**src/rtl/pms_pkg.sv**
```systemverilog
package pms_pkg;

    // table geometry
    localparam int CHANNELS = 4;
    localparam int SLOTS    = 25;

    // field widths
    localparam int CH_W     = 2;
    localparam int ID_W     = 8;
    localparam int RATE_W   = 16;
    localparam int STAMP_W  = 32;
    localparam int CNT_W    = $clog2(SLOTS + 1);

    // period = DIV_NUM / rate
    localparam int DIV_NUM  = 1000;
    localparam int DIV_W    = $clog2(DIV_NUM + 1);
    localparam int DCNT_W   = (DIV_W > 1) ? $clog2(DIV_W) : 1;

    typedef enum logic {
        CMD_REG  = 1'b0,
        CMD_TICK = 1'b1
    } t_cmd;

    typedef enum logic [2:0] {
        ST_UPDATED = 3'd0,
        ST_ADDED   = 3'd1,
        ST_FULL    = 3'd2,
        ST_DUE     = 3'd3,
        ST_NONE    = 3'd4
    } t_status;

    typedef struct packed {
        t_cmd                command;
        logic [CH_W-1:0]     channel;
        logic [ID_W-1:0]     msg_id;
        logic [RATE_W-1:0]   rate_hz;
        logic                start_enabled;
        logic [STAMP_W-1:0]  now_ms;
    } t_in_item;

    typedef struct packed {
        logic [ID_W-1:0]     msg_id_out;
        t_status             status;
        logic                last;
    } t_out_item;

    // one stored periodic message
    typedef struct packed {
        logic [ID_W-1:0]     msg_id;
        logic                enabled;
        logic [RATE_W-1:0]   period;
        logic [STAMP_W-1:0]  stamp;
    } t_entry;

    // transaction walking down the cell chain
    typedef struct packed {
        t_cmd                command;
        logic [CH_W-1:0]     channel;
        logic [ID_W-1:0]     msg_id;
        logic                enabled;
        logic [RATE_W-1:0]   period;
        logic [STAMP_W-1:0]  stamp;
        logic [CNT_W-1:0]    rem;
        logic                past;
        logic                found;
        logic                added;
    } t_token;

    typedef struct packed {
        logic                valid;
        logic [ID_W-1:0]     msg_id;
    } t_emit;

endpackage

```
**src/rtl/pms_cell.sv**
```systemverilog
module pms_cell import pms_pkg::*; (
    input  logic   i_clk,
    input  logic   i_rst_n,
    input  logic   i_en,
    input  logic   i_vld,
    input  t_token i_tok,
    output logic   o_vld,
    output t_token o_tok,
    output t_emit  o_emit
);

    // one slot of every channel's table
    t_entry r_tab [CHANNELS];
    logic   r_vld;
    t_token r_tok;
    t_token n_tok;

    t_entry             w_ent;
    logic               w_in_range;
    logic               w_match;
    logic               w_append;
    logic               w_due;
    logic               w_is_reg;
    logic [STAMP_W-1:0] w_age;

    // slot decisions for the passing transaction
    always_comb begin
        w_ent      = r_tab[i_tok.channel];
        w_is_reg   = (i_tok.command == CMD_REG);
        w_in_range = (i_tok.rem != '0);
        w_match    = w_in_range && (w_ent.msg_id == i_tok.msg_id) && !i_tok.found;
        w_append   = !w_in_range && !i_tok.past && !i_tok.found;
        w_age      = i_tok.stamp - w_ent.stamp;
        w_due      = w_in_range && w_ent.enabled && (w_age >= STAMP_W'(w_ent.period));

        n_tok      = i_tok;
        n_tok.rem  = w_in_range ? (i_tok.rem - CNT_W'(1)) : '0;
        n_tok.past = i_tok.past | !w_in_range;
        if (w_is_reg) begin
            n_tok.found = i_tok.found | w_match;
            n_tok.added = i_tok.added | w_append;
        end
    end

    // hand off to the next cell
    always_ff @(posedge i_clk) begin
        if (!i_rst_n) begin
            r_vld <= 1'b0;
        end else if (i_en) begin
            r_vld <= i_vld;
        end
        if (i_en) begin
            r_tok <= n_tok;
        end
    end

    // slot update
    always_ff @(posedge i_clk) begin
        if (i_en && i_vld) begin
            if (w_is_reg && (w_match || w_append)) begin
                r_tab[i_tok.channel].msg_id  <= i_tok.msg_id;
                r_tab[i_tok.channel].enabled <= i_tok.enabled;
                r_tab[i_tok.channel].period  <= i_tok.period;
                r_tab[i_tok.channel].stamp   <= i_tok.stamp;
            end else if (!w_is_reg && w_due) begin
                r_tab[i_tok.channel].stamp   <= i_tok.stamp;
            end
        end
    end

    assign o_vld         = r_vld;
    assign o_tok         = r_tok;
    assign o_emit.valid  = i_vld && !w_is_reg && w_due;
    assign o_emit.msg_id = w_ent.msg_id;

endmodule

```
**config.mk**
```make
export PLATFORM = sky130hd
export DESIGN_NAME = pms_cell
export DESIGN_NICKNAME = d
export VERILOG_FILES = /design/src/rtl/pms_pkg.sv /design/src/rtl/pms_cell.sv
export SDC_FILE = /design/constraint.sdc
export NUM_CORES = 1
export LEC_CHECK = 0
export BUFFER_PORTS_ARGS = -buffer_cell sky130_fd_sc_hd__buf_2
export CAP_MARGIN = 20
export CORE_UTILIZATION = 50
export CTS_BUF_LIST = sky130_fd_sc_hd__clkbuf_16
export CTS_CLUSTER_DIAMETER = 120
export DETAILED_ROUTE_END_ITERATION = 16
export PLACE_DENSITY = 0.75
export SYNTH_ARGS = -nofsm -noshare
export SYNTH_HDL_FRONTEND = slang
export SYNTH_SLANG_ARGS = --single-unit
```
**constraint.sdc**
```tcl
create_clock -name i_clk -period 21.8 [get_ports i_clk]
set_input_delay 0 -clock i_clk [delete_from_list [all_inputs] [get_ports i_clk]]
set_output_delay 0 -clock i_clk [all_outputs]
set_load 0.02 [all_outputs]
```
==> impl_metrics.csv, run 1 <==
group,metric,value,unit
outcome,status,"complete, no violations",
synth,syn_inst,813,
worst_setup_path,required,21.88,ns
worst_hold_path,min_from,"i_vld",
global_routing,grtUsageTotal,21.5,%
sta,fmax,0.164,GHz
synth,syn_avg_cell_area,16.2,um^2
layout,antenna_cells,0,
routing,drt_iter0_drc,540,
routing,viasPerCell,5.64,
sta,layout_setup_ws,15.70,ns
clock_tree,clkTransAtPathRegs,0.06,ns
global_routing,antenna_found_initial,0,
layout,layout.nets,1178,
routing,dr_total_vias,7983,
pwr,ir_drop,0.0000552,V
worst_setup_path,endpoint_kind,"flip-flop",
synth,syn_area,13200,um^2
floorplanning,core_area,25900,um^2
clock_tree,cts_max_level,1,
synth,seq_area_frac_synth,67.7,%
sta,fin_crit,6.10,ns
place,dp_slack,15.56,ns
worst_hold_path,holdPathStages,3,
sta,hold_violations,0,
worst_setup_path,path_class,"reg2reg",
clock_tree,cts_root_buffer,"clkbuf_16",
place,gp_congestion,0.922,
sta,maxSlewViolCount,0,
synth,synth_top_flop_cell,"edfxtp_1",
synth,syn-num-nets,936,
worst_setup_path,critPathSlowestCell,"nand2_2",
place,port_buffers,149,
sta,timing.setup.tns,0,ns
pwr,power_density,82.2,nW/um^2
sta,rsz0062_at_grt,"false",
sta,max_slew_margin,36.1,%
layout,mostFrequentLayoutCells,"296 x edfxtp_1, 147 x buf_2, 74 x dlygate4sd3_1",
synth,synth_top_area_share,67.5,%
global_routing,grt_max_degree,44,
layout,drive_gt1_share,26.6,%
worst_setup_path,r2r_end,"r_tab[0][20]$_DFFE_PP_",
worst_setup_path,crit_fanout,32,
routing,drc,0,
worst_setup_path,crit_path_max_incr_delay,0.63,ns
synth,synth_seq_cells,297,
clock_tree,cts_resized,0,
clock_tree,cts_tree,"done",
worst_hold_path,hold_end,"o_vld$_SDFFE_PN0P_",
worst_setup_path,cp.arrival,6.18,ns
worst_setup_path,r2r_start,"r_tab[3][0]$_DFFE_PP_",
sta,fin_crit_sh,28.0,%
job,cap_violations,0,
place,dp_hpwl,18500,um
floorplanning,initial_utilization,50.8,%
global_routing,grt_pass1_wl,43900,um
clock_tree,clk_latency,0.57,ns
floorplanning,die_area,27000,um^2
floorplanning,die_h,164,um
pwr,p_leak,0.00592,uW
routing,wire_per_inst,20.1,um
sta,setup_violations,0,
synth,synth_edf_count,296,
synth,yosys-top-cells-area,"edfxtp_1 68%, mux4_2 9.8%, ha_1 4.8%",
synth,async_reset_ff_share,0,%
worst_setup_path,crit_path_start_kind,"flip-flop",
global_routing,grt-ovfl-total,0,
synth,synth_area_leader_cell,"edfxtp_1",
worst_setup_path,reg2reg_depth,19,
floorplanning,die_w,164,um
clock_tree,clock_sinks,297,
routing,drtAntennaViolNets,0,
worst_setup_path,crit_chain,"mux4_2 -> ha_1 -> fa_1 -> nor2b_1 -> o2111ai_1 -> a21oi_1 -> o21ai_1 -> nand2_1 -> xor2_1 -> ha_1 -> o21ai_0 -> nor2_1 -> nor4_1 -> nand4_1 -> nor4_1 -> o211ai_1 -> or4_4 -> o41ai_1 -> nand2_2",
routing,drt_wl_total,28400,um
floorplanning,ioPinCount,150,
sta,finClkSkew,0.0194,ns
worst_hold_path,worstHoldPathType,"in2reg",
floorplanning,placement_rows,59,
clock_tree,clockBufferDepth,3,
worst_setup_path,r2r_slack,15.70,ns
layout,final_common_cell,"edfxtp_1",
clock_tree,cts-buffers-inserted,31,
sta,holdWs,0.0518,ns
global_routing,grt_pass1_vias,8009,
synth,yosys_warnings,0,
sta,worst_slew_pin_slew,0.955,ns
routing,dr.pass1.iters,6,
synth,synth_cell_types,62,
layout,area_growth,21.9,%
-- how the worst max path moves through the flow --
| stage | startpoint | endpoint | slack, ns | depth (start not counted) |
|---|---|---|---|---|
| finish | r_tab[3][0]$_DFFE_PP_ | r_tab[0][20]$_DFFE_PP_ | 15.70 | 19 |
| global route | r_tab[2][1]$_DFFE_PP_ | r_tab[0][20]$_DFFE_PP_ | 15.22 | 20 |
| CTS | r_tab[3][0]$_DFFE_PP_ | r_tab[0][20]$_DFFE_PP_ | 15.71 | 19 |
| global placement | i_tok[65] | r_tab[0][14]$_DFFE_PP_ | 15.82 | 20 |
| floorplan | i_tok[65] | r_tab[1][0]$_DFFE_PP_ | 13.75 | 23 |
| detailed placement | i_tok[65] | r_tab[0][14]$_DFFE_PP_ | 15.56 | 20 |
-- through the flow --
step | cell area, um^2 | instances | utilization (%) | power (uW)
2_1_floorplan | 13200 | 813 | - | 765
3_3_place_gp | 14300 | 1283 | 55.3 | 815
3_5_place_dp | 14300 | 1283 | 55.3 | 817
4_1_cts | 16100 | 1415 | 61.9 | 1330
5_1_grt | 16100 | 1415 | 61.9 | 1360
6_report | 16100 | 1415 | 61.9 | 1320
-- synthesized netlist by cell type, types with 8 or more instances --
master	number
ha_1	50
mux4_2	57
a21oi_1	43
o21ai_0	29
nand4_1	15
buf_1	8
inv_1	62
nand2_1	38
edfxtp_1	296
nor2_1	34
xnor2_1	21
nand2b_1	9
nor3_1	13
-- flip-flops by register name, indices dropped and copies added, names as in the netlist --
| name | flops |
|---|---|
| o_tok | 68 |
| o_vld | 1 |
| r_tab | 228 |
-- where the power goes --
group / internal (uW) / total [uW] / leakage [uW] / switching [uW]
logic: 67.5 / 170 / 0.00269 / 103
clock network: 285 / 502 / 0.000505 / 218
registers: 643 / 646 / 0.00273 / 3.05
-- cell families after synthesis --
logic type,synth area share [%]
DFF,67.7
muxes,10.1
adders and majority gates,4.90
and+or+nand+nor,5.88
buffers and inverters,2.78
AOI/OAI and AO/OA,6.84
xor gates and xnor gates,1.86
-- per-layer routing --
| metal | global-route usage [%] | vias to the layer above | wire length [um] |
|---|---|---|---|
| met3 | 3.26 | 38 | 1480 |
| met1 | 30.4 | 3989 | 12700 |
| li1 | - | 3703 | - |
| met5 | 0 | - | 0 |
| met2 | 35.2 | 253 | 13800 |
| met4 | 5.05 | 0 | 469 |
-- layout make-up --
cell class | instances | area (um^2)
Fill cell | 1870 | 9860
Sequential cell | 297 | 8910
Multi-Input combinational cell | 428 | 3930
Timing Repair Buffer | 235 | 1580
Clock buffer | 31 | 776
Tap cell | 335 | 419
Inverter | 62 | 233
Clock inverter | 27 | 205
-- critical path, delay by kind of cell, from the launching register on --
family / cells / cell delay, ns
and+or+nand+nor: 8 / 2.24
AOI/OAI and AO/OA: 6 / 1.39
adders and majority gates: 3 / 0.91
muxes: 1 / 0.48
DFF: 1 / 0.37
xor gates and xnor gates: 1 / 0.18
-- repair_timing --
item                                   in CTS  in global routing
endpoints found under the hold margin     328                  0
hold buffers                               74                  0
setup buffers                               0                  0
(Power assumes the default switching activity.)
==> run 2, diff against run 1 <==
==> constraint.sdc (replaced) <==
create_clock -name i_clk -period 6.2 [get_ports i_clk]
set_input_delay 0 -clock i_clk [delete_from_list [all_inputs] [get_ports i_clk]]
set_output_delay 0 -clock i_clk [all_outputs]
set_load 0.02 [all_outputs]
==> impl_metrics.csv, run 2 (synthesized netlist as in run 1, its figures left out) <==
group,metric,value,unit
floorplanning,die_area,27000,um^2
layout,fillers,1902,
layout,layout.nets,1179,
worst_hold_path,worstHoldPathType,"in2reg",
worst_setup_path,r2r_slack,0.46,ns
sta,holdWs,0.126,ns
outcome,status,"complete, no violations",
sta,max_slew_margin,39.7,%
worst_setup_path,crit_fanout,4,
worst_setup_path,r2r_start,"r_tab[0][0]$_DFFE_PP_",
sta,finClkSkew,0.00836,ns
layout,antenna_cells,0,
sta,maxSlewViolCount,0,
layout,drive_gt1_share,26.1,%
global_routing,grt_max_degree,42,
layout,final_common_cell,"edfxtp_1",
worst_setup_path,endpoint_kind,"output port",
routing,dr.pass1.iters,7,
clock_tree,clkTransAtPathRegs,0.06,ns
routing,drc,0,
worst_setup_path,crit_path_start_kind,"flip-flop",
floorplanning,die_w,164,um
sta,fin_crit_sh,92.7,%
place,dp_hpwl,18400,um
worst_setup_path,required,6.20,ns
routing,drt_iter0_drc,593,
sta,worst_slew_pin_slew,0.900,ns
clock_tree,cts_max_level,1,
routing,viasPerCell,5.71,
layout,mostFrequentLayoutCells,"296 x edfxtp_1, 147 x buf_2, 73 x dlygate4sd3_1",
worst_setup_path,crit_chain,"mux4_2 -> ha_1 -> fa_1 -> nor2b_1 -> o2111ai_1 -> a21oi_1 -> o21ai_1 -> nand2_1 -> xor2_1 -> ha_1 -> o21ai_0 -> nor2_1 -> nor4_1 -> nand4_1 -> nor4_1 -> o211ai_1 -> or4_4 -> nor4_4 -> a211oi_1 -> buf_2",
worst_hold_path,holdPathStages,3,
floorplanning,placement_rows,59,
clock_tree,clock_sinks,297,
worst_setup_path,cp-startpoint,"r_tab[0][0]$_DFFE_PP_",
floorplanning,core_area,25900,um^2
global_routing,grt_pass1_vias,8135,
layout,top_register,"r_tab",
clock_tree,cts_tree,"done",
layout,area_growth,22.1,%
layout,seqCellArea,8910,um^2
sta,fin_crit,5.75,ns
worst_setup_path,path_class,"reg2out",
worst_setup_path,crit_path_max_incr_delay,0.55,ns
worst_setup_path,cp_num_cells,20,
routing,drt_wl_total,28100,um
global_routing,grtUsageTotal,21.4,%
worst_setup_path,critPathSlowestCell,"or4_4",
clock_tree,clockBufferDepth,3,
clock_tree,cts_root_buffer,"clkbuf_16",
worst_hold_path,min_from,"i_vld",
floorplanning,initial_utilization,50.8,%
floorplanning,die_h,164,um
global_routing,grt_pass1_wl,44000,um
sta,fmax,0.174,GHz
sta,rsz0062_at_grt,"false",
worst_setup_path,reg2reg_depth,21,
global_routing,antenna_found_initial,0,
layout,largest_reg_flops,228,
pwr,power.total,4630,uW
worst_setup_path,cp_num_buf_inv,1,
pwr,power_density,288,nW/um^2
layout,multi_input_area,3960,um^2
floorplanning,ioPinCount,150,
place,port_buffers,149,
worst_setup_path,endpoint,"o_emit[8]",
job,cap_violations,0,
worst_setup_path,cp.arrival,5.75,ns
routing,wire_per_inst,19.9,um
clock_tree,cts-buffers-inserted,30,
pwr,p_leak,0.00597,uW
pwr,ir_drop,0.000233,V
sta,setup_violations,0,
routing,drtAntennaViolNets,0,
sta,hold_violations,0,
global_routing,grt-ovfl-total,0,
place,gp_congestion,0.938,
clock_tree,clk_latency,0.55,ns
worst_setup_path,critical_path.top_delay_family,"simple AND/OR/NAND/NOR gates",
routing,dr_total_vias,8040,
worst_setup_path,r2r_end,"r_tab[1][9]$_DFFE_PP_",
==> run 2: changes by cell type in the layout (fill, tap and decap cells not counted) <==
cell,before,now
inv_16,1,0
inv_1,66,70
dlygate4sd3_1,74,73
o41ai_2,3,0
buf_4,14,17
bufinv_16,2,4
clkinv_1,7,5
clkinv_2,8,2
o41ai_4,0,3
clkinv_4,2,0
inv_6,3,0
==> run 2: cell type report <==
class	instances	share of cell area, %
inverters	62	1.45
well taps	335	2.61
multi-input cells	428	24.6
clock inverters	19	1.11
clock buffers	31	4.83
flip-flops and latches	297	55.4
repair buffers	237	9.92
==> run 2: stage by stage <==
step	TNS, ns	utilization [%]	instances	worst slack (ns)	cell area (um^2)
global placement	0	55.4	1283	0.466	14400
global route	0	62.0	1409	0.00294	16100
finish	0	62.0	1409	0.455	16100
detailed placement	0	55.4	1283	0.329	14400
CTS	0	61.9	1406	0.266	16000
floorplan	-28.45	-	813	-0.320	13200
==> run 2: worst min path at each step <==
stage | to
after global routing | o_vld$_SDFFE_PN0P_
final | o_vld$_SDFFE_PN0P_
after CTS | o_vld$_SDFFE_PN0P_
after global placement | o_tok[48]$_DFFE_PP_
after detailed placement | r_tab[2][40]$_DFFE_PP_
after floorplan | o_tok[10]$_DFFE_PP_
==> run 2: power breakdown <==
group	switching (uW)	leakage, uW	internal (uW)
clock network	700	0.000497	1050
registers	10.9	0.00273	2260
logic	367	0.00275	239
total	1080	0.00597	3550
==> run 2: routing by layer <==
layer	global-route usage, %	vias to the layer above	share of wire, %
li1	-	3694	-
met1	29.8	4000	44
met2	34.9	291	48
met3	3.79	55	6.1
met4	5.85	0	2.2
met5	0	-	0
==> run 2: worst min-delay path: stages <==
cell and delay (ns):
buf_2 0.12, nand2_1 0.35, a21boi_0 0.15
==> run 2: what timing repair did <==
action / in CTS / in global routing
buffers inserted: 0 / 3
hold buffers: 73 / 0
setup endpoints to repair: 0 / 1
endpoints found under the hold margin: 322 / 0
gates resized for setup: 0 / 0
