--- config.mk ---
export PLATFORM = sky130hd
export DESIGN_NAME = pms_div
export DESIGN_NICKNAME = d
export VERILOG_FILES = /design/src/rtl/pms_pkg.sv /design/src/rtl/pms_div.sv
export SDC_FILE = /design/constraint.sdc
export NUM_CORES = 1
export LEC_CHECK = 0
export BUFFER_PORTS_ARGS = -buffer_cell sky130_fd_sc_hd__buf_2
export CORE_MARGIN = 5
export CORE_UTILIZATION = 55
export CTS_BUF_LIST = sky130_fd_sc_hd__clkbuf_4 sky130_fd_sc_hd__clkbuf_8
export DETAILED_ROUTE_END_ITERATION = 10
export PLACE_DENSITY = 0.74
export SLEW_MARGIN = 20
export SYNTH_ARGS = -nofsm -noshare
export SYNTH_HDL_FRONTEND = slang
export SYNTH_SLANG_ARGS = --single-unit
--- constraint.sdc ---
create_clock -name i_clk -period 3.2 [get_ports i_clk]
set_input_delay 0 -clock i_clk [delete_from_list [all_inputs] [get_ports i_clk]]
set_output_delay 0 -clock i_clk [all_outputs]
set_load 0.1 [all_outputs]
--- src/rtl/pms_pkg.sv ---
package pms_pkg;

    // table geometry
    localparam int CHANNELS = 4;
    localparam int SLOTS    = 25;

    // field widths
    localparam int CH_W     = 2;
    localparam int ID_W     = 8;
    localparam int RATE_W   = 16;
    localparam int STAMP_W  = 32;
    localparam int CNT_W    = $clog2(SLOTS + 1);

    // period = DIV_NUM / rate
    localparam int DIV_NUM  = 1000;
    localparam int DIV_W    = $clog2(DIV_NUM + 1);
    localparam int DCNT_W   = (DIV_W > 1) ? $clog2(DIV_W) : 1;

    typedef enum logic {
        CMD_REG  = 1'b0,
        CMD_TICK = 1'b1
    } t_cmd;

    typedef enum logic [2:0] {
        ST_UPDATED = 3'd0,
        ST_ADDED   = 3'd1,
        ST_FULL    = 3'd2,
        ST_DUE     = 3'd3,
        ST_NONE    = 3'd4
    } t_status;

    typedef struct packed {
        t_cmd                command;
        logic [CH_W-1:0]     channel;
        logic [ID_W-1:0]     msg_id;
        logic [RATE_W-1:0]   rate_hz;
        logic                start_enabled;
        logic [STAMP_W-1:0]  now_ms;
    } t_in_item;

    typedef struct packed {
        logic [ID_W-1:0]     msg_id_out;
        t_status             status;
        logic                last;
    } t_out_item;

    // one stored periodic message
    typedef struct packed {
        logic [ID_W-1:0]     msg_id;
        logic                enabled;
        logic [RATE_W-1:0]   period;
        logic [STAMP_W-1:0]  stamp;
    } t_entry;

    // transaction walking down the cell chain
    typedef struct packed {
        t_cmd                command;
        logic [CH_W-1:0]     channel;
        logic [ID_W-1:0]     msg_id;
        logic                enabled;
        logic [RATE_W-1:0]   period;
        logic [STAMP_W-1:0]  stamp;
        logic [CNT_W-1:0]    rem;
        logic                past;
        logic                found;
        logic                added;
    } t_token;

    typedef struct packed {
        logic                valid;
        logic [ID_W-1:0]     msg_id;
    } t_emit;

endpackage

--- src/rtl/pms_div.sv ---
module pms_div import pms_pkg::*; (
    input  logic              i_clk,
    input  logic              i_rst_n,
    input  logic              i_start,
    input  logic [RATE_W-1:0] i_divisor,
    output logic              o_done,
    output logic [DIV_W-1:0]  o_quot
);

    localparam logic [DIV_W-1:0] NUM = DIV_W'(DIV_NUM);

    logic              r_busy;
    logic              r_done;
    logic [DCNT_W-1:0] r_cnt;
    logic [RATE_W-1:0] r_div;
    logic [DIV_W-1:0]  r_rem;
    logic [DIV_W-1:0]  r_quot;

    logic [DIV_W:0]    w_shift;
    logic [RATE_W-1:0] w_shift_ext;
    logic [RATE_W-1:0] w_diff;
    logic              w_ge;

    // one restoring step per cycle, msb first
    always_comb begin
        w_shift     = {r_rem, NUM[r_cnt]};
        w_shift_ext = RATE_W'(w_shift);
        w_ge        = (w_shift_ext >= r_div);
        w_diff      = w_shift_ext - r_div;
    end

    always_ff @(posedge i_clk) begin
        if (!i_rst_n) begin
            r_busy <= 1'b0;
            r_done <= 1'b0;
        end else begin
            r_done <= 1'b0;
            if (i_start) begin
                r_busy <= 1'b1;
            end else if (r_busy && r_cnt == '0) begin
                r_busy <= 1'b0;
                r_done <= 1'b1;
            end
        end
        if (i_start) begin
            r_div  <= i_divisor;
            r_rem  <= '0;
            r_quot <= '0;
            r_cnt  <= DCNT_W'(DIV_W - 1);
        end else if (r_busy) begin
            r_rem         <= w_ge ? w_diff[DIV_W-1:0] : w_shift[DIV_W-1:0];
            r_quot[r_cnt] <= w_ge;
            r_cnt         <= r_cnt - DCNT_W'(1);
        end
    end

    assign o_done = r_done;
    assign o_quot = r_quot;

endmodule

==> results of run 1 <==
-- area by class of cell --
cell class                      count  area [um2]
Fill cell                         296        1090
Multi-Input combinational cell    144        1030
Inverter                           16        60.1
Tap cell                           48        60.1
Clock inverter                      3        43.8
Timing Repair Buffer               49         338
Clock buffer                        5        68.8
Sequential cell                    43        1020
-- cells by family (layout without fill, tap and decap cells) --
kind of cell,count (synthesis),in the layout,share of synthesized area (%)
AOI/OAI and AO/OA,36,36,11.9
adders and majority gates,18,18,10.7
muxes,14,14,6.57
buffers and inverters,23,73,4.54
DFF,43,43,47.5
xor gates and xnor gates,9,9,3.67
and+or+nand+nor,67,67,15.1
-- state kept, by name, summed over array words and instances (netlist names) --
| signal | cells |
|---|---|
| r_div | 16 |
| o_quot | 10 |
| r_rem | 10 |
| r_cnt | 4 |
| o_done | 1 |
| r_busy | 1 |
| w_shift | 1 |
-- critical path, delay by kind of cell, from the launching register on --
kind	cells	cell delay, ns
AND/OR/NAND/NOR	1	0.19
buffers and inverters	2	0.26
flip-flops	1	0.33
AO/OA/AOI/OAI	5	1.15
adder cells (fa/ha/maj)	1	0.36
-- layer usage --
layer,track usage [%],vias up,routed length (um)
met5,0,-,0
met1,20.9,754,1880
met4,6.76,0,76
met2,30.5,23,2110
li1,-,846,-
met3,4.16,8,129
-- cell usage in the layout (no fill, tap or decap), types with 8 or more instances in the layout --
master | Yosys | layout
buf_2 | 0 | 29
nor2_1 | 28 | 28
dfxtp_1 | 27 | 27
dlygate4sd3_1 | 0 | 17
ha_1 | 16 | 16
edfxtp_1 | 16 | 16
inv_1 | 15 | 15
mux2i_1 | 13 | 13
nand3_1 | 11 | 11
nand2_1 | 8 | 8
-- final timing paths --
check,cells past startpoint,from,to
worst max register to register,9,r_div[5]$_DFFE_PP_,r_rem[7]$_SDFFE_PP0P_
worst min register to register,2,o_quot[7]$_SDFFE_PP0P_,o_quot[7]$_SDFFE_PP0P_
worst min-delay path,2,i_start,o_quot[9]$_SDFFE_PP0P_
worst max-delay path,9,r_div[5]$_DFFE_PP_,r_rem[7]$_SDFFE_PP0P_
-- report_power, final --
group / internal (mW) / leakage (nW) / switching (mW)
clock network: 0.232 / 0.0581 / 0.190
registers: 0.599 / 0.377 / 0.0226
logic: 0.0960 / 0.751 / 0.103
-- timing repair --
item / in CTS / in global routing
hold buffers: 17 / 0
gates resized for setup: 0 / 0
hold endpoints to repair: 18 / 0
==> results.md, run 1 <==
- Number of global-route vias before repair: 1617
- Antenna viol nets, final: 0
- Hold Worst Slack: 0.263 ns
- DR pass1 iterations: 4
- Synth area leaders: dfxtp_1, edfxtp_1, ha_1
- Syn nets: 246
- Via count: 1631
- Area Growth Syn to Fin: 22.0%
- CP max stage delay: 0.38 ns
- Placed cell count: 283
- Crit Path Category: reg2reg
- Routed len/inst: 13.6 um
- Tcrit/Tclk final: 75.8%
- Die area: 0.00526 mm2
- Post-synth EDFFs: 16
- Finished Cell Area: 0.00262 mm2
- Non-Filler Instances: 308
- Starting Density: 57.9%
- Dominant cell type by area after synthesis: dfxtp_1
- Netlist cell types: 47
- WP data arrival: 2.61 ns
- First-pass GRT wire length: 7200 um
- Cts bufs inserted: 5
- Io pins: 30
- Via density: 5.30
- R2r setup slk: 0.78 ns
- Fmax: 412 MHz
- Pre-CTS setup slack: 0.748 ns
- Die Y: 72.5 um
- Crit end category: flip-flop
- Setup TNS Final: 0 ns
- Status: finished clean
- Share of cells above drive strength 1: 16.9%
- Crit Path Max Fanout: 24
- Clock sink count: 43
- Util after Layout: 70.6%
- Worst vdd ir: 0.327 mV
- Register area share after synthesis: 47.5%
- Syn Inst Count: 210
- Grt total ovfl: 0
- Largest net degree at the start of global routing: 41
- Placer Congestion: 0.818
- Max transition margin: 48.0%
- Nets@finish: 295
- Post-DP Area: 0.00234 mm2
- Worst-Margin Slew: 0.779 ns
- Slowest library cell on the worst path: a2111oi_0
- Hold Path Class: in2reg
- Max-Cap Viols: 0
- Syn_area_per_cell: 10.2 um2
- DP HPWL: 2830 um
- CTS tree: yes
- LEAKAGE: 1.19 nW
- Commonest cells in the netlist: nor2_1, dfxtp_1, edfxtp_1, ha_1, inv_1
- Fin. Hold Viols: 0
- Antenna violations before repair: 0
- CTS clk-pin slew, worst paths: 0.08 ns
- Die width: 72.5 um
- Post-Route WL: 4190 um
- Maximum root-to-sink buffer count: 2
- Inserted Diodes: 0
- Final setup viols: 0
- PnR worst setup slack: 0.775 ns
- Clock latency on the worst-skew pair: 0.30 ns
- PortBufs: 29
- Most frequent cell after synthesis: nor2_1
- Ys flop type: dfxtp_1
- Synth Register Bits: 43
- Power Dens Cells: 474 mW/mm2
- Cell Rows: 22
- Clk_skew: 0.00557 ns
- Drt initial violations: 84
- Post-Synthesis Cell Area: 0.00215 mm2
- Post-CTS Setup Bufs: 0
- Pwr Total: 1.24 mW
- Final min period: 2.42 ns
- Crit path launch type: flip-flop
- Pins Over Slew Limit: 0
- Core area: 0.00372 mm2
- H-tree lvl count: 2
- Yosys warnings: 0
- RSZ-0062 raised after global routing: no
- Yosys top cell area share: 25.1%
- Tot GR Track Use: 17.6%
- Residual DRC count: 0
- Root Driver: clkbuf_8
- Worst EP required: 3.39 ns
- Crit path cell chain: inv_1 > ha_1 > a211oi_1 > o21bai_1 > o2111ai_1 > a211oi_2 > buf_4 > and2_1 > a2111oi_0
- Async set or reset register ratio after synthesis: 0%
Note: power is estimated with default switching activity, not from simulation.
==> run 2, diff against run 1 <==
--- a/config.mk
+++ b/config.mk
@@ -5,12 +5,13 @@
 export SDC_FILE = /design/constraint.sdc
 export NUM_CORES = 1
 export LEC_CHECK = 0
+export ABC_AREA = 1
 export BUFFER_PORTS_ARGS = -buffer_cell sky130_fd_sc_hd__buf_2
 export CORE_MARGIN = 5
-export CORE_UTILIZATION = 55
+export CORE_UTILIZATION = 54
 export CTS_BUF_LIST = sky130_fd_sc_hd__clkbuf_4 sky130_fd_sc_hd__clkbuf_8
 export DETAILED_ROUTE_END_ITERATION = 10
-export PLACE_DENSITY = 0.74
+export PLACE_DENSITY = 0.75
 export SLEW_MARGIN = 20
 export SYNTH_ARGS = -nofsm -noshare
 export SYNTH_HDL_FRONTEND = slang
==> constraint.sdc (replaced) <==
create_clock -name i_clk -period 1.97 [get_ports i_clk]
set_input_delay 0 -clock i_clk [delete_from_list [all_inputs] [get_ports i_clk]]
set_output_delay 0 -clock i_clk [all_outputs]
set_load 0.1 [all_outputs]
==> run 2 against run 1 <==
Effect of this change:
- the flow now finishes with violations (setup timing)
- non-clock buffer count increased by 10
- cell area increased by 16%
- highest routed layer unchanged
- synthesized cell count increased by 48%
==> results.md, run 2 <==
- Die area: 0.00590 mm2
- Die Y: 76.8 um
- Power Dens Cells: 612 mW/mm2
- Inserted Diodes: 0
- RSZ-0062 raised after global routing: yes
- Finished Cell Area: 0.00304 mm2
- FF-to-FF Start: r_div[0]$_DFFE_PP_
- Worst Reg-to-Reg Cells: 12
- Ys flop type: dfxtp_1
- Crit path cell chain: ha_4 > inv_4 > fa_2 > nand2_2 > nand2_2 > nand3_2 > nand2_2 > nand2_2 > nand3_4 > buf_12 > o21ai_0 > inv_1
- Tot GR Track Use: 19.1%
- Residual DRC count: 0
- Placer Congestion: 0.927
- CP dominant cell by count: nand2_2
- Pre-CTS setup slack: -0.0608 ns
- Crit path max-delay family: adder cells
- PnR worst setup slack: -0.0837 ns
- Io pins: 30
- R2R Path End: o_quot[9]$_SDFFE_PP0P_
- Commonest non-fill, non-tap cells in the layout: inv_1, nand2_1, buf_2
- Drt initial violations: 166
- Fill count: 340
- Fmax: 487 MHz
- CTS clk-pin slew, worst paths: 0.09 ns
- Crit end category: flip-flop
- Post-Route WL: 5530 um
- Die width: 76.8 um
- Clock latency on the worst-skew pair: 0.30 ns
- Max FFs per register: 16
- Clk_skew: 0.0111 ns
- Hold Startpoint: i_start
- Antenna violations before repair: 0
- Max-Cap Viols: 0
- Slowest library cell on the worst path: edfxtp_1
- Syn Inst Count: 310
- Clock sink count: 43
- LEAKAGE: 1.52 nW
- Maximum root-to-sink buffer count: 2
- Area Growth Syn to Fin: 26.0%
- Worst-Margin Slew: 0.547 ns
- Crit Path Category: reg2reg
- Number of global-route vias before repair: 2035
- WP data arrival: 2.24 ns
- Cell Rows: 24
- Final min period: 2.05 ns
- Via count: 2177
- Synth Register Bits: 43
- Largest net degree at the start of global routing: 28
- CP bufs+invs: 3
- Final setup viols: 14
- DR pass1 iterations: 4
- Nets@finish: 404
- Routed len/inst: 13.1 um
- H-tree lvl count: 2
- Via density: 5.17
- PortBufs: 29
- Share of cells above drive strength 1: 21.1%
- Yosys top cell area share: 22.4%
- Root Driver: clkbuf_8
- Violated checks: setup timing
- Placed cell count: 389
- Async set or reset register ratio after synthesis: 0%
- R2r setup slk: -0.08 ns
- Hold Worst Slack: 0.196 ns
- Syn_area_per_cell: 7.77 um2
- Antenna viol nets, final: 0
- Syn nets: 346
- Crit path launch type: flip-flop
- Hold depth: 2
- Status: finished, violations left
- Post-Synthesis Cell Area: 0.00241 mm2
- Netlist cell types: 26
- Most frequent cell after synthesis: inv_1
- Synth area leaders: dfxtp_1, edfxtp_1, inv_1
- Hold Path End: r_rem[9]$_SDFFE_PP0P_
- Cts bufs inserted: 5
- Pins Over Slew Limit: 0
- Grt total ovfl: 0
- Top reg by flops: r_div
- Hold Path Class: in2reg
- Worst EP required: 2.16 ns
- Worst vdd ir: 0.361 mV
- Post-synth EDFFs: 16
- Non-Filler Instances: 421
- CP max stage delay: 0.40 ns
- Crit Path Max Fanout: 9
- DP HPWL: 3590 um
- Tcrit/Tclk final: 104%
- CTS tree: yes
- Dominant cell type by area after synthesis: dfxtp_1
- Core area: 0.00435 mm2
- First-pass GRT wire length: 9290 um
- Commonest cells in the netlist: inv_1, nand2_1, dfxtp_1
- Max transition margin: 63.5%
- Starting Density: 55.3%
- Register area share after synthesis: 42.4%
- Most common cell after layout, fill and taps aside: inv_1
- Yosys warnings: 0
- Post-DP Area: 0.00263 mm2
- Fin. Hold Viols: 0
-- run 2: changes by cell type after synthesis, moves of 12 or more --
cell     change
a21oi_1     +19
nand3_1     +15
nor2_1      -12
mux2i_1     -13
inv_1       +49
nand2_1     +54
-- run 2: area by class of cell --
type                       instances  area, um2  share of cell area [%]
inverter                          64        243                    7.99
clock buffer                       6       76.3                    2.51
timing repair buffer              59        449                    14.8
sequential                        43       1020                    33.6
tap                               52       65.1                    2.14
multi-input combinational        195       1170                    38.5
clock inverter                     2       12.5                   0.412
-- run 2: logic make-up after synthesis --
group | count (synthesis) | synth area share [%]
AOI/OAI and AO/OA | 44 | 9.66
xor gates and xnor gates | 3 | 1.09
buffers and inverters | 72 | 11.8
adders and majority gates | 17 | 9.14
and+or+nand+nor | 131 | 26.0
DFF | 43 | 42.4
-- run 2: power by group --
| group | switching [mW] | total (mW) | internal (mW) | leakage [nW] |
|---|---|---|---|---|
| logic | 0.187 | 0.310 | 0.122 | 1.10 |
| registers | 0.0221 | 0.986 | 0.964 | 0.376 |
| clock network | 0.302 | 0.563 | 0.262 | 0.0446 |
| total | 0.511 | 1.86 | 1.35 | 1.52 |
-- run 2: worst max path at each step --
| stage | startpoint | cells after the start | end |
|---|---|---|---|
| 2_1_floorplan | w_shift[0]$_SDFF_PP1_ | 13 | o_quot[8]$_SDFFE_PP0P_ |
| 3_3_place_gp | w_shift[0]$_SDFF_PP1_ | 13 | o_quot[6]$_SDFFE_PP0P_ |
| 3_5_place_dp | w_shift[0]$_SDFF_PP1_ | 13 | o_quot[6]$_SDFFE_PP0P_ |
| 4_1_cts | r_div[0]$_DFFE_PP_ | 13 | r_rem[9]$_SDFFE_PP0P_ |
| 5_1_grt | r_div[0]$_DFFE_PP_ | 13 | r_rem[4]$_SDFFE_PP0P_ |
| 6_report | r_div[0]$_DFFE_PP_ | 12 | o_quot[9]$_SDFFE_PP0P_ |
-- run 2: layer usage --
metal	routed length, um	vias to the layer above	GRT usage, %
li1	-	1111	-
met2	2760	56	30.1
met4	74	0	7.17
met5	0	-	0
met3	300	7	4.10
met1	2400	1003	25.7
-- run 2: worst reg2reg max path, cell delays in order, from the launching register on --
cell      delay [ns]
edfxtp_1        0.40
ha_4            0.16
inv_4           0.04
fa_2            0.40
nand2_2         0.08
nand2_2         0.07
nand3_2         0.09
nand2_2         0.07
nand2_2         0.08
nand3_4         0.12
buf_12          0.17
o21ai_0         0.21
inv_1           0.06
-- run 2: what timing repair did --
action / in CTS / in global routing
buffers inserted: 3 / 3
endpoints found under the hold margin: 18 / 0
pin swaps: 5 / 1
hold buffers: 17 / 0
cloned: 1 / 0
endpoints found under the setup margin: 20 / 20
gates resized for setup: 12 / 13
-- run 2: per-stage QoR --
step / power, mW / util [%] / TNS (ns)
floorplan: 1.19 / - / 0
global placement: 1.26 / 60.5 / -0.00112
detailed placement: 1.26 / 60.5 / -0.363
CTS: 1.86 / 68.4 / 0
global route: 1.97 / 69.7 / -1.72
finish: 1.86 / 69.7 / -0.271
